[src/hw/rtl/omrb_pkg.sv]
// shared types and constants of the overwriting message ring buffer
`timescale 1ns / 1ps

package omrb_pkg;

  // built size of the ring and width of a stored word
  localparam int MAX_DEPTH    = 16;
  localparam int PAYLOAD_BITS = 64;
  localparam int ID_W         = 32;
  localparam int PAYLOAD_W    = 64;
  localparam int DEPTH_W      = 5;
  localparam int PTR_W        = (MAX_DEPTH > 1) ? $clog2(MAX_DEPTH) : 1;
  localparam int CNT_W        = $clog2(MAX_DEPTH + 1);

  // depth register after reset
  localparam logic [DEPTH_W-1:0] DEPTH_RESET = DEPTH_W'(16);

  // operation codes
  typedef enum logic [1:0] {
    OP_PUSH  = 2'd0,
    OP_POP   = 2'd1,
    OP_CLEAR = 2'd2,
    OP_NOP   = 2'd3
  } op_t;

  // one stored message
  typedef struct packed {
    logic [ID_W-1:0]         id;
    logic [PAYLOAD_BITS-1:0] payload;
  } slot_t;

  // access request toward the message memory
  typedef struct packed {
    logic             we;
    logic [PTR_W-1:0] waddr;
    slot_t            wdata;
    logic             re;
    logic [PTR_W-1:0] raddr;
  } ram_req_t;

endpackage

[src/hw/rtl/overwriting_message_ring_buffer.sv]
// top level of the overwriting message ring buffer
`timescale 1ns / 1ps

// Ring FIFO of messages (32-bit id plus payload) that drops the oldest word
// when a push finds it full.
// Command channel: op, in_msg_id and in_payload are taken at a rising edge
// with start high and busy low. busy stays low, so a command can be given in
// every cycle: one command per cycle sustained.
// Result channel: done is high for exactly one cycle, the cycle after the
// command was taken. During that cycle out_msg_id / out_payload
// carry the popped word (zero for anything but a successful pop) and
// data_lost, empty_pop, fill_count, is_full, is_empty give status after it.
// The delay of the result is set by the registered read port of the memory.
// The receiver cannot stall; every result is taken in its done cycle.
// Configuration: depth_we writes depth_in_use (slots in use; zero acts as
// one, above the built depth acts as the built depth) and empties the ring;
// flags are kept. Write it only while no result is pending.
// Reset (rst, synchronous): ring empty, flags clear, depth at its maximum.
// Memory contents are not cleared; only written entries are ever read.
module overwriting_message_ring_buffer (
  input  logic                                clk,
  input  logic                                rst,
  input  logic                                start,
  output logic                                busy,
  input  logic [1:0]                          op,
  input  logic [omrb_pkg::ID_W-1:0]           in_msg_id,
  input  logic [omrb_pkg::PAYLOAD_W-1:0]      in_payload,
  input  logic                                depth_we,
  input  logic [omrb_pkg::DEPTH_W-1:0]        depth_in_use,
  output logic                                done,
  output logic [omrb_pkg::ID_W-1:0]           out_msg_id,
  output logic [omrb_pkg::PAYLOAD_W-1:0]      out_payload,
  output logic                                data_lost,
  output logic                                empty_pop,
  output logic [omrb_pkg::DEPTH_W-1:0]        fill_count,
  output logic                                is_full,
  output logic                                is_empty
);

  logic [omrb_pkg::DEPTH_W-1:0] depth_reg;
  logic [omrb_pkg::PTR_W-1:0]   wr_ptr;
  logic [omrb_pkg::PTR_W-1:0]   wr_ptr_next;
  logic [omrb_pkg::PTR_W-1:0]   rd_ptr;
  logic [omrb_pkg::PTR_W-1:0]   rd_ptr_next;
  logic [omrb_pkg::CNT_W-1:0]   held;
  logic [omrb_pkg::CNT_W-1:0]   held_next;
  logic                         lost_flag;
  logic                         lost_flag_next;
  logic                         under_flag;
  logic                         under_flag_next;
  logic                         pop_hit;
  logic                         pop_hit_next;

  logic [omrb_pkg::CNT_W-1:0]   eff_depth;
  logic [omrb_pkg::CNT_W-1:0]   wr_inc;
  logic [omrb_pkg::CNT_W-1:0]   rd_inc;
  logic [omrb_pkg::PTR_W-1:0]   wr_adv;
  logic [omrb_pkg::PTR_W-1:0]   rd_adv;
  logic                         accept;
  logic                         ring_full;
  omrb_pkg::op_t                op_code;
  omrb_pkg::ram_req_t           ram_req;
  omrb_pkg::slot_t              ram_rd;

  assign busy    = 1'b0;
  assign accept  = start && !busy;
  assign op_code = omrb_pkg::op_t'(op);

  // effective depth, clamped to one..built depth
  always_comb begin
    if (depth_reg == '0) begin
      eff_depth = omrb_pkg::CNT_W'(1);
    end else if (omrb_pkg::CNT_W'(depth_reg) > omrb_pkg::CNT_W'(omrb_pkg::MAX_DEPTH)
                 || (omrb_pkg::DEPTH_W > omrb_pkg::CNT_W
                     && (depth_reg >> omrb_pkg::CNT_W) != '0)) begin
      eff_depth = omrb_pkg::CNT_W'(omrb_pkg::MAX_DEPTH);
    end else begin
      eff_depth = omrb_pkg::CNT_W'(depth_reg);
    end
  end

  // pointer advance with wrap at the effective depth
  assign wr_inc    = omrb_pkg::CNT_W'(wr_ptr) + omrb_pkg::CNT_W'(1);
  assign rd_inc    = omrb_pkg::CNT_W'(rd_ptr) + omrb_pkg::CNT_W'(1);
  assign wr_adv    = (wr_inc >= eff_depth) ? '0 : wr_inc[omrb_pkg::PTR_W-1:0];
  assign rd_adv    = (rd_inc >= eff_depth) ? '0 : rd_inc[omrb_pkg::PTR_W-1:0];
  assign ring_full = (held >= eff_depth);

  // command decode and state update
  always_comb begin
    wr_ptr_next     = wr_ptr;
    rd_ptr_next     = rd_ptr;
    held_next       = held;
    lost_flag_next  = lost_flag;
    under_flag_next = under_flag;
    pop_hit_next    = 1'b0;
    ram_req.we      = 1'b0;
    ram_req.waddr   = wr_ptr;
    ram_req.wdata.id      = in_msg_id;
    ram_req.wdata.payload = in_payload[omrb_pkg::PAYLOAD_BITS-1:0];
    ram_req.re      = 1'b0;
    ram_req.raddr   = rd_ptr;
    if (accept) begin
      case (op_code)
        omrb_pkg::OP_PUSH: begin
          ram_req.we      = 1'b1;
          wr_ptr_next     = wr_adv;
          under_flag_next = 1'b0;
          if (ring_full) begin
            rd_ptr_next    = rd_adv;
            lost_flag_next = 1'b1;
          end else begin
            held_next = held + omrb_pkg::CNT_W'(1);
          end
        end
        omrb_pkg::OP_POP: begin
          if (held == '0) begin
            under_flag_next = 1'b1;
          end else begin
            ram_req.re     = 1'b1;
            pop_hit_next   = 1'b1;
            rd_ptr_next    = rd_adv;
            held_next      = held - omrb_pkg::CNT_W'(1);
            lost_flag_next = 1'b0;
          end
        end
        omrb_pkg::OP_CLEAR: begin
          lost_flag_next  = 1'b0;
          under_flag_next = 1'b0;
        end
        default: begin
        end
      endcase
    end
    // depth write empties the ring
    if (depth_we) begin
      wr_ptr_next = '0;
      rd_ptr_next = '0;
      held_next   = '0;
    end
  end

  // control and status registers
  always_ff @(posedge clk) begin
    if (rst) begin
      depth_reg  <= omrb_pkg::DEPTH_RESET;
      wr_ptr     <= '0;
      rd_ptr     <= '0;
      held       <= '0;
      lost_flag  <= 1'b0;
      under_flag <= 1'b0;
      pop_hit    <= 1'b0;
      done       <= 1'b0;
    end else begin
      if (depth_we) begin
        depth_reg <= depth_in_use;
      end
      wr_ptr     <= wr_ptr_next;
      rd_ptr     <= rd_ptr_next;
      held       <= held_next;
      lost_flag  <= lost_flag_next;
      under_flag <= under_flag_next;
      pop_hit    <= pop_hit_next;
      done       <= accept;
    end
  end

  omrb_ram u_ram (
    .clk     (clk),
    .req     (ram_req),
    .rd_data (ram_rd)
  );

  // result word: memory data only for a successful pop
  assign out_msg_id  = pop_hit ? ram_rd.id : '0;
  assign out_payload = pop_hit ? omrb_pkg::PAYLOAD_W'(ram_rd.payload) : '0;
  assign data_lost   = lost_flag;
  assign empty_pop   = under_flag;
  assign fill_count  = omrb_pkg::DEPTH_W'(held);
  assign is_full     = ring_full;
  assign is_empty    = (held == '0);

  // every taken command gives a result in the next cycle
  assert property (@(posedge clk) disable iff (rst)
    accept |=> done)
    else $error("command without result");

  // a push never leaves the ring empty and clears the empty-pop flag
  assert property (@(posedge clk) disable iff (rst)
    (accept && op == omrb_pkg::OP_PUSH && !depth_we) |=> (!is_empty && !empty_pop))
    else $error("push left ring empty or flag set");

  // a pop of an empty ring flags it and returns a zero word
  assert property (@(posedge clk) disable iff (rst)
    (accept && op == omrb_pkg::OP_POP && is_empty)
      |=> (empty_pop && out_msg_id == '0 && out_payload == '0))
    else $error("empty pop misreported");

  // a successful pop clears the lost flag and frees a slot
  assert property (@(posedge clk) disable iff (rst)
    (accept && op == omrb_pkg::OP_POP && !is_empty && !depth_we)
      |=> (!data_lost && !is_full))
    else $error("pop left ring full or lost flag set");

  // fill count never exceeds the depth in use
  assert property (@(posedge clk) disable iff (rst)
    held <= eff_depth)
    else $error("fill count above depth");

endmodule

[src/hw/rtl/omrb_ram.sv]
// message memory: one write and one registered read per cycle
`timescale 1ns / 1ps

module omrb_ram (
  input  logic              clk,
  input  omrb_pkg::ram_req_t req,
  output omrb_pkg::slot_t   rd_data
);

  omrb_pkg::slot_t mem [omrb_pkg::MAX_DEPTH];

  // write port
  always_ff @(posedge clk) begin
    if (req.we) begin
      mem[req.waddr] <= req.wdata;
    end
  end

  // read port, registered
  always_ff @(posedge clk) begin
    if (req.re) begin
      rd_data <= mem[req.raddr];
    end
  end

endmodule
[config.mk]
export PLATFORM = sky130hd
export DESIGN_NAME = overwriting_message_ring_buffer
export DESIGN_NICKNAME = d
export VERILOG_FILES = /design/src/hw/rtl/omrb_pkg.sv /design/src/hw/rtl/overwriting_message_ring_buffer.sv /design/src/hw/rtl/omrb_ram.sv
export SDC_FILE = /design/constraint.sdc
export NUM_CORES = 2
export LEC_CHECK = 0
export ABC_AREA = 1
export BUFFER_PORTS_ARGS = -buffer_cell sky130_fd_sc_hd__buf_4
export CAP_MARGIN = 20
export CORE_ASPECT_RATIO = 1.2
export CORE_MARGIN = 4
export CORE_UTILIZATION = 65
export DETAILED_ROUTE_END_ITERATION = 6
export PLACE_DENSITY = 0.88
export SYNTH_ARGS = -nofsm -noshare
export SYNTH_HDL_FRONTEND = slang
export SYNTH_SLANG_ARGS = --single-unit
[constraint.sdc]
create_clock -name clk -period 19.4 [get_ports clk]
set_input_delay 2.91 -clock clk [delete_from_list [all_inputs] [get_ports clk]]
set_output_delay 2.91 -clock clk [all_outputs]
set_load 0.05 [all_outputs]
* Yosys cells after proc, flatten, opt, wreduce, memory -nomap -nowiden *
Memory sizes are Yosys's and may differ from the RTL's. A register that Yosys moved wholly into a read port is not among the register bits.
Cells that the tools add are included.

storage, ports and cells
  register bits after elaboration = 22
  bits in writable memories = 1536
  input bits = 107
  output and inout bits = 107
  logic and storage cells = 60
  memories kept = 1

memories
  name       depth  width  read ports  clocked after memory_dff  write ports  RTL line        RTL
  u_ram.mem  16     96     1           1                         1            omrb_ram.sv:10  omrb_pkg::slot_t mem [omrb_pkg::MAX_DEPTH];

cells by class
  $add $sub $neg = 4
  order comparisons = 4
  equal/unequal tests = 6
  muxes and demuxes = 24
  reductions and logical operators = 13

operator list
  operator               count
  $mux W64               1
  $mux W32               1
  $mux W5                4
  $mux W4                4
  $ge A5 B5 Y1           3
  $reduce_and A4 Y1      3
  $add A4 B1 Y5 const B  2
  $logic_not A5 Y1       2
  $mux W1                10
  $pmux W5 S2            1
  $ne A2 B2 Y1 const B   4
  $pmux W4 S2            1
  $add A5 B1 Y5 const B  1
  $gt A5 B5 Y1 const B   1
  $sub A5 B1 Y5 const B  1
  $reduce_bool A2 Y1     2
  $reduce_or A2 Y1       2
  $pmux W1 S3            1
  $reduce_and A3 Y1      1
  $reduce_bool A3 Y1     1
  $eq A2 B1 Y1 const B   1
  $eq A2 B2 Y1 const B   1
  $logic_not A2 Y1       1
  $pmux W1 S2            1
  $reduce_and A2 Y1      1

* Longest topological paths before layout *
  depth after elaboration = 7
  mapped depth = 14
  mapped depth without buffers = 14

* By module *
From an unflattened synthesis, not the netlist that was laid out.

second synthesis, totals
  cells, all modules = 6732
  area total of the unflattened synthesis = 70994.3 µm²

by module, submodules not included
  module                           instances  cells an instance  area each (µm²)  seq. area each (µm²)
  omrb_ram                         1          6302               68604.5          49007.0
  overwriting_message_ring_buffer  1          430                2389.8           440.4

* Worst setup path after synthesis *
OpenSTA, ideal clock, no wires.

  kind = input -> register
  start point = in op[0]
  end point = mem u_ram.mem[0][0] (netlist name) (enable)
  library setup time = 552 ps
  arrival = 7586 ps
  required time = 18848 ps
  setup slack = 11262 ps
  stages = 6
  path buffers = 0
  path through = inv_1 ha_1 nand2_1 inv_1 nand2_1 nor2_1

on the way
  longest elaborated chain between the ends = 5

RTL lines
  element                        RTL line                                RTL
  start: declaration             overwriting_message_ring_buffer.sv:25   input logic [1:0] op,
  $logic_not A2 Y1               overwriting_message_ring_buffer.sv:104  case (op_code)
  $mux W1                        overwriting_message_ring_buffer.sv:104
  $mux W1                        overwriting_message_ring_buffer.sv:103  if (accept) begin
  $mux W1                        omrb_ram.sv:14                          if (req.we) begin
  $mux W1 (not written as such)  omrb_ram.sv:15                          mem[req.waddr] <= req.wdata;
  end: declaration               omrb_ram.sv:10

No other way between the ends.

* Worst setup path after layout *
  start point = in op[1]
  end point = mem u_ram.mem[10][63] (netlist name) (enable)

The elaborated chain is that of the path after synthesis.

==> qor.txt <==
Startpoint types = input pin
Row count = 127
Critical path class = input pin to flip-flop
Netlist cell types = 29
Register-to-Register Path Depth = 11
Yosys top cell area share = 74.9%
Vias per inst = 6.59
Final cycle utilization of the critical path = 30.1%
Req. time, crit path = 19.77 ns
Hold path cells = 2
Largest net degree at the start of global routing = 259
DRT antenna net count = 0
Final hold violations = 0
Clock latency on the worst-skew pair = 0.79 ns
Max reg flops = 1536
Max-cap violation count = 0
DR vias = 42933
Maximum fanout along the worst path = 57
Drt drc = 0
Die W = 298 µm
Worst Min Path Start = data_lost
Crit. End Element = flip-flop
Seq. cell area = 49500 µm²
Hold WC Path Type = flip-flop to flip-flop
Starting Density = 65.5%
GRT Util Overall = 30.4%
Worst vdd rail ir drop = 87.4 µV
Met3 usage in global routing = 5.48%
H-tree levels = 4
Yosys top cell by area = edfxtp_1
Number of placed I/O pins = 214
CTS Buffer Depth = 3
Sequential-to-total area share from yosys stat = 75.6%
Hold Path Sink = data_lost
Status = completed
Layout cells sized above 1 = 9.65%
Die area = 106000 µm²
Post-Syn Nets = 5135
Power Dens Cells = 98.3 nW/µm²
Crit path DAT = 6.20 ns
Clock skew = 0.0455 ns
DR iter-0 viols = 6257
Placed wire-length estimate = 81800 µm
Avg WL per Cell = 25.2 µm
DR pass1 iterations = 7
Met2 GRT Util = 52.7%
Global-route wire length before repair = 246000 µm
Cells after synthesis = 5000
Post-CTS sizing = 0
Post-CTS Setup Inserts = 0
Largest regs = u_ram.mem x1536, u_ram.rd_data x96
Max Fclk = 171 MHz
Cells after DPL = 6224
Worst Max-Slew Pin Slew = 1.21 ns
Async S/R FF share, synth = 0%
Clock transition at path regs = 0.06 ns
Synth Register Bits = 1654
Number of nets in the layout = 5225
CTS tree = done
Top_reg_cell synth = edfxtp_1
RR Endpoint = u_ram.rd_data[59]
Gr ovfl total = 0
Vias in the first global route = 42499
Final WL = 164000 µm
Most flop-heavy register = u_ram.mem
Count of pins over their slew limit = 0
M1 GR Usage = 37.1%
Initial antenna violation count = 10
Fin cells = 6510
Largest cells by area after synthesis = edfxtp_1, nor2_1, o21ai_0
Worst path max stage delay = 0.88 ns
Post-synthesis to final-layout area growth = 10.9%
Leak = 24.0 nW
CP max stage cell = buf_4
Worst path cell trace = buf_4, inv_1, ha_1, nand2_1, inv_1, nand2_1, nor2_4, buf_4, buf_4
Die height = 356 µm
Post-CTS Hold Buffers = 0
Final RePlAce weighted congestion = 0.797
Cell Area, Synth = 65400 µm²
YS warnings = 0
Final min period = 5.84 ns
Port Buffer Count = 212
CTS Buf Count = 152
Crit Reg-Reg Startpoint = rd_ptr[0]
Slew HR = 19.0%
CTS Root Cell = clkbuf_16
Post-synth EDFFs = 1632
Core Box Area = 99900 µm²
Critical Path Most Common Cell = buf_4
Final-report setup violation count = 0
Fill count = 5560
Post-route setup TNS = 0 ns
Grt peak-use layer = met2
Avg Inst Size Synth = 13.1 µm²
Multi-input logic area = 13900 µm²
Reg2reg setup slack = 14.01 ns
Worst Hold Slack = 0.505 ns
Final Util = 72.6%
CTS sink cnt = 1654
RSZ-0062 raised after global routing = no
## where the power goes
group	switching, W	leakage (nW)	internal (W)	total [W]
Sequential	0.00000910	14.9	0.00394	0.00395
Combinational	0.000205	6.78	0.0000743	0.000279
Clock	0.00134	2.34	0.00158	0.00291
## cell usage after synthesis, types with 38 or more instances
cell type  instances
buf_2             79
o211ai_1         384
nand3_1           97
inv_1            152
edfxtp_1        1632
buf_4             38
clkbuf_1         182
a21oi_1           46
nor2_1          1146
nand2_1          242
o21ai_1          110
o21ai_0          785
## cell usage in the layout (no fill, tap or decap), drive strengths merged, types with 46 or more instances in the layout
cell type / synthesis / layout
a21oi: 46 / 46
buf: 153 / 271
clkbuf: 182 / 189
clkinv: 0 / 72
edfxtp: 1632 / 1632
inv: 154 / 158
nand2: 242 / 242
nand3: 98 / 98
nor2: 1146 / 1146
o211ai: 384 / 384
o21ai: 895 / 895
## how the worst max path moves through the flow
stage            startpoint                end  slack, ns  cells past startpoint
2_1_floorplan         op[0]    u_ram.mem[0][0]      11.26                      6
3_3_place_gp          op[0]   u_ram.mem[8][56]      12.96                      9
3_5_place_dp          op[0]   u_ram.mem[8][58]      12.87                      9
4_1_cts        depth_reg[0]            is_full      13.56                     10
5_1_grt        depth_reg[0]            is_full      13.41                     10
6_report              op[1]  u_ram.mem[10][63]      13.56                      9
## per-layer routing
metal / vias up / wire, µm
li1: 18370 / -
met1: 20718 / 54700
met2: 3299 / 84100
met3: 538 / 17400
met4: 8 / 7570
met5: - / 52
## logic make-up (layout without fill, tap and decap cells)
family | Yosys count | in the layout | share of synthesized area (%)
AND/OR/NAND/NOR | 1494 | 1494 | 8.79
AO/OA/AOI/OAI | 1327 | 1327 | 11.6
other | 1 | 9 | 0.00573
buffers and inverters | 489 | 701 | 3.38
XOR/XNOR | 7 | 7 | 0.0937
adder cells (fa/ha/maj) | 28 | 28 | 0.547
flip-flops | 1654 | 1654 | 75.6
## area by class of cell
cell class                 count  share of cell area [%]
sequential                  1654                    68.1
multi-input combinational   2857                    19.2
clock buffer                 189                    5.43
timing repair buffer         271                    2.93
tap                         1290                    2.22
clock inverter                87                    1.25
inverter                     154                   0.843
antenna                        8                  0.0276
## worst max-delay path: cells and delay by family
family,cells,cell delay (ns)
adders and majority gates,1,0.25
buffers and inverters,5,1.86
and+or+nand+nor,3,1.11
## per-stage QoR
stage	area [µm²]	setup WS [ns]	total power (W)
after floorplan	65400	11.26	0.00417
after global placement	67700	12.96	0.00428
after detailed placement	67700	12.87	0.00429
after CTS	72500	13.56	0.00713
after global routing	72600	13.41	0.00733
final	72600	13.56	0.00714
(Power assumes the default switching activity.)
